**config.mk**
```make
export PLATFORM = sky130hd
export DESIGN_NAME = dfe_expand
export DESIGN_NICKNAME = d
export VERILOG_FILES = /design/src/design/dfe_pkg.sv /design/src/design/dfe_expand.sv
export SDC_FILE = /design/constraint.sdc
export NUM_CORES = 1
export LEC_CHECK = 0
export ABC_AREA = 1
export BUFFER_PORTS_ARGS = -buffer_cell sky130_fd_sc_hd__buf_4
export CAP_MARGIN = 25
export CORE_MARGIN = 1
export CORE_UTILIZATION = 45
export DETAILED_ROUTE_END_ITERATION = 6
export PLACE_DENSITY = 0.76
export SYNTH_ARGS = -nofsm -noshare
export SYNTH_HDL_FRONTEND = slang
export SYNTH_SLANG_ARGS = --single-unit
```
**constraint.sdc**
```tcl
create_clock -name vclk -period 3.8
set_input_delay 0.19 -clock vclk [all_inputs]
set_output_delay 0.19 -clock vclk [all_outputs]
set_load 0.1 [all_outputs]
```
**src/design/dfe_pkg.sv**
```systemverilog
// Package with the word types, framing codes and CRC-8 step of the frame encoder.
`default_nettype none
package dfe_pkg;

    localparam logic [7:0] DLE      = 8'h10;
    localparam logic [7:0] STX      = 8'h02;
    localparam logic [7:0] ETX      = 8'h03;
    localparam logic [7:0] CRC_POLY = 8'h8c;
    localparam logic [7:0] LSB_MASK = 8'h01;

    // Most result words one input word can cause: DLE STX, stuffed byte, stuffed CRC, DLE ETX.
    localparam int MAX_RUN = 8;
    localparam int RUN_CNT_W = $clog2(MAX_RUN + 1);
    localparam int RUN_IDX_W = $clog2(MAX_RUN);

    typedef struct packed {
        logic [7:0] body_byte;
        logic       first_flag;
        logic       last_flag;
    } t_in_word;

    typedef struct packed {
        logic [7:0] out_byte;
        logic       run_last;
        logic       frame_end;
    } t_out_word;

    // The run of wire bytes caused by one input word, first byte in entry zero.
    typedef struct packed {
        logic [MAX_RUN-1:0][7:0] bytes;
        logic [RUN_CNT_W-1:0]    cnt;
        logic                    close;
    } t_run;

    // One byte of the reflected CRC-8, least significant bit first.
    function automatic logic [7:0] crc8_update(input logic [7:0] crc_in,
                                               input logic [7:0] data_in);
        logic [7:0] crc;
        logic [7:0] data;
        logic       fb;
        crc  = crc_in;
        data = data_in;
        for (int i = 0; i < 8; i++) begin
            fb   = crc[0] ^ data[0];
            crc  = crc >> 1;
            if (fb) begin
                crc = crc ^ CRC_POLY;
            end
            data = data >> 1;
        end
        return crc;
    endfunction

endpackage
`default_nettype wire

```
**src/design/dfe_expand.sv**
```systemverilog
// Expands one input word into its run of stuffed wire bytes and the next CRC and frame state.
`default_nettype none
module dfe_expand (
    input  var dfe_pkg::t_in_word i_word,
    input  var logic [7:0]        i_crc,
    input  var logic              i_in_frame,
    output dfe_pkg::t_run         o_run,
    output logic [7:0]            o_crc,
    output logic                  o_in_frame
);

    always_comb begin
        logic [dfe_pkg::RUN_CNT_W-1:0] n;
        logic [7:0]                    crc;
        logic                          open;
        n     = '0;
        crc   = i_crc;
        open  = i_in_frame;
        o_run = '0;

        if (i_word.first_flag) begin
            o_run.bytes[n[dfe_pkg::RUN_IDX_W-1:0]] = dfe_pkg::DLE;
            n = n + 1'b1;
            o_run.bytes[n[dfe_pkg::RUN_IDX_W-1:0]] = dfe_pkg::STX;
            n = n + 1'b1;
            crc  = '0;
            open = 1'b1;
        end

        if (open) begin
            if (i_word.body_byte == dfe_pkg::DLE) begin
                o_run.bytes[n[dfe_pkg::RUN_IDX_W-1:0]] = dfe_pkg::DLE;
                n = n + 1'b1;
            end
            o_run.bytes[n[dfe_pkg::RUN_IDX_W-1:0]] = i_word.body_byte;
            n   = n + 1'b1;
            crc = dfe_pkg::crc8_update(crc, i_word.body_byte);

            if (i_word.last_flag) begin
                if (crc == dfe_pkg::DLE) begin
                    o_run.bytes[n[dfe_pkg::RUN_IDX_W-1:0]] = dfe_pkg::DLE;
                    n = n + 1'b1;
                end
                o_run.bytes[n[dfe_pkg::RUN_IDX_W-1:0]] = crc;
                n = n + 1'b1;
                o_run.bytes[n[dfe_pkg::RUN_IDX_W-1:0]] = dfe_pkg::DLE;
                n = n + 1'b1;
                o_run.bytes[n[dfe_pkg::RUN_IDX_W-1:0]] = dfe_pkg::ETX;
                n = n + 1'b1;
                open        = 1'b0;
                o_run.close = 1'b1;
            end
        end

        o_run.cnt  = n;
        o_crc      = crc;
        o_in_frame = open;
    end

endmodule
`default_nettype wire

```
After elaboration in Yosys (flattened, before gate mapping)
Cells that the tools add are included.
- eq/ne operators: 2
- reductions and logical operators: 6
- $add $sub $neg: 6
- order comparisons: 12
- muxes and demuxes: 53
- bitwise operators: 28
- operator list (operator ; count):
    $mux W64 ; 7
    $mux W8 ; 24
    $not A56 Y56 ; 3
    $demux W8 S3 ; 6
    $bwmux W64 ; 2
    $and A56 B56 Y56 ; 2
    $and A14 B56 Y56 ; 1
    $and A48 B48 Y48 ; 1
    $not A48 Y48 ; 1
    $mux W4 ; 7
    $add A4 B1 Y4 const B ; 6
    $lt A3 B4 Y1 const B ; 6
    $not A2 Y3 ; 8
    $ge A3 B1 Y1 const B ; 6
    $eq A8 B5 Y1 const B ; 2
    $or A16 B16 Y16 ; 1
    $or A8 B8 Y8 ; 2
    $mux W10 ; 1
    $or A2 B8 Y8 ; 1
    $xor A1 B1 Y1 ; 8
    $logic_and A1 B1 Y1 ; 6
    $mux W1 ; 5
    $mux W2 ; 1
- logic and storage cells: 107
- register bits: 0

Longest topological paths before layout
- word-level depth: 39
- gate-level depth with buffers: 27

Worst setup path after synthesis
Ideal clock, no wire load.
- kind: input to output
- from: input port i_word[1] in the netlist's numbering
- to: output port o_run[31] in the netlist's numbering
- arrival: 4792 ps
- stages: 8
- setup slack: -1182 ps
- buffers on the path: 2
- path through: buf_6 nor2_1 clkbuf_1 nor2_1 inv_1 nor2_1 inv_1 o21ai_0
- RTL lines (element ; RTL line ; source):
    start: declaration ; dfe_expand.sv:4 ; input var dfe_pkg::t_in_word i_word,
    end: declaration ; dfe_expand.sv:7 ; output dfe_pkg::t_run o_run,

==> impl_metrics.py <==
metrics = {
    "run_status": {
        "outcome": "completed",
    },
    "yosys": {
        "synth_area_mm2": 0.002376,
        "ys.warnings.count": 0,
        "yosysUniqueCellTypes": 34,
        "synth_area_per_cell_um2": 5.143,
        "seq_area_frac_synth_pct": 0,
        "syn_inst": 462,
        "syn_nets": 494,
    },
    "drt": {
        "num_vias": 3658,
        "viasPerCell": 5.779,
        "firstDrtPassIters": 5,
        "drc": 0,
        "drt-total-wl_um": 10340,
        "drt_iter0_markers": 434,
        "avgRoutedWirePerCell_um": 16.33,
        "postRouteAntennaNets": 0,
    },
    "sta": {
        "slew_violations": 0,
        "relSlewSlack_pct": 51.36,
        "setup-violations-final": 0,
        "period_needed_ns": 3.613,
        "period_share_pct": 95.08,
        "setup_tns_ns": 0,
        "hold_viol": 0,
        "tightest_slew_ns": 0.7287,
        "fmax_mhz": 276.8,
    },
    "global_route": {
        "grt_pass1_vias": 3026,
        "grt_pass1_wl_um": 15460,
        "met1_usage_pct": 51.74,
        "overflow": 0,
        "use_met2_pct": 57.56,
        "antenna_found_initial": 0,
        "grtUsageMet3_pct": 2.677,
        "grt_usage_pct": 35.94,
        "grt_max_degree": 23,
        "grt-busiest-layer": "met2",
    },
    "worst_setup_path": {
        "crit_fanout": 22,
        "cp-start-kind": "input pin",
        "arrival_ns": 3.42,
        "cp-end-kind": "output port",
        "required_ns": 3.61,
        "critPathKind": "in2out",
    },
    "die": {
        "die_w_um": 74.67,
        "die_h_um": 74.67,
        "dieArea_mm2": 0.005575,
        "io_pins": 97,
        "core-area_mm2": 0.005107,
        "placementRows": 26,
        "start_util_pct": 46.52,
    },
    "cells_and_area": {
        "layout.nets": 597,
        "register_area_um2": 0,
        "layoutNonFillerInstCount": 633,
        "final_cell_area_mm2": 0.003451,
        "n_antenna_cell": 0,
        "drive_gt1_share_pct": 36.06,
        "seq_cell_count": 0,
        "nClkBuffers": 0,
        "area_growth_pct": 45.23,
    },
    "placement": {
        "placed_cell_area_mm2": 0.003410,
        "dpl.hpwl_um": 8188,
        "place.port_buffers": 97,
        "placedCellCount": 633,
        "gp_congestion": 1.018,
    },
    "power": {
        "p_leak_uw": 0.001736,
        "power-per-cell-area_mw_per_mm2": 239.8,
        "vdd_drop_max_mv": 0.1341,
    },
    "clock_network": {
        "postCtsSetupRepairBufs": 0,
    },
    "run": {
        "cap_viol_max_count": 0,
    },
    "hold_path": {
        "min_path_type": "in2out",
    },
}
[where the power goes]
part           switching, uW  leakage (uW)  internal (uW)
logic                    647       0.00174            181
registers                  0             0              0
clock network              0             0              0
total                    647       0.00174            181
[cells in the mapped netlist, drive strengths merged]
cell	count	share of area (%)
a211oi	1	0.32
xor2	3	1.4
nand3	59	14
nand2	149	27
o211ai	3	0.95
clkbuf	5	0.79
buf	12	4.0
nor4	1	0.26
inv	53	8.8
a21oi	16	3.4
a31oi	3	0.79
nand4	7	1.8
o22ai	19	5.0
ha	13	6.8
nor3	4	1.5
nor3b	1	0.32
o21ai	63	13
xnor2	1	0.37
nor2	49	8.9
[per-layer routing]
layer,part of all wire (%),wire length [um]
met2,45,4690
met3,11,1187
met1,41,4191
met4,2.6,270
met5,0,0
[what timing repair did]
action                                  in CTS  in global routing
gates resized for setup                      0                  8
hold buffers                                 0                  0
hold endpoints to repair                     0                  0
endpoints found under the setup margin       0                 14
[metrics by stage]
step | hold WS [ns] | power [uW] | util [%] | worst slack (ns)
CTS | 0.8082 | 810.2 | 66.76 | 0.1563
floorplan | 0.5845 | 617.1 | - | -0.2969
global placement | 0.8058 | 809.1 | 66.76 | 0.2258
detailed placement | 0.8072 | 808.8 | 66.76 | 0.1558
finish | 0.8117 | 827.6 | 67.56 | 0.1871
global route | 0.8149 | 861.8 | 67.56 | -0.004271
[worst paths after layout]
check       from         to  slack [ns]  cells after the start
max    i_word[1]  o_run[36]        0.19                     24
min    i_word[0]  o_run[22]        0.81                      3
[cell type report]
cell class / instances / area, um^2
tap: 70 / 87.58
inverter: 53 / 209.0
timing repair buffer: 118 / 908.4
fill: 481 / 1657
multi-input combinational: 392 / 2246
[kinds of logic after synthesis]
kind of cell | synth area share [%]
AND/OR/NAND/NOR | 54.08
AO/OA/AOI/OAI | 23.70
buffers and inverters | 13.59
adder cells (fa/ha/maj) | 6.846
XOR/XNOR | 1.791
[cell usage in the layout (no fill, tap or decap), types with 3 or more instances in the layout]
cell type and n:
o21ai_1 9, o211ai_1 3, a21oi_1 8, nor2_1 37, nor2_2 9, nand3_1 51, buf_4 112, nand4_1 7
nand2_4 6, o21ai_0 47, inv_1 45, o22ai_2 14, nand3_2 8, a21oi_2 8, o21ai_2 7, ha_1 13
nand2_2 16, inv_2 6, nor2_4 3, nand2_1 127, buf_6 6, o22ai_1 5
[critical path, stage by stage]
cell and delay, ns:
buf_4 0.13, inv_8 0.14, nand2_1 0.08, nand2_2 0.09, nand2_1 0.10, nand2_1 0.11, nand2_1 0.06, nand3_1 0.06
nand2_1 0.13, nor2_1 0.16, nand2_1 0.12, nor2_4 0.15, nand3_2 0.16, xor2_4 0.21, inv_1 0.10, ha_1 0.23
inv_1 0.11, nor2_4 0.06, inv_2 0.17, nand2_1 0.16, inv_1 0.14, nand3_1 0.10, o22ai_2 0.18, buf_6 0.26
(Power assumes the default switching activity.)
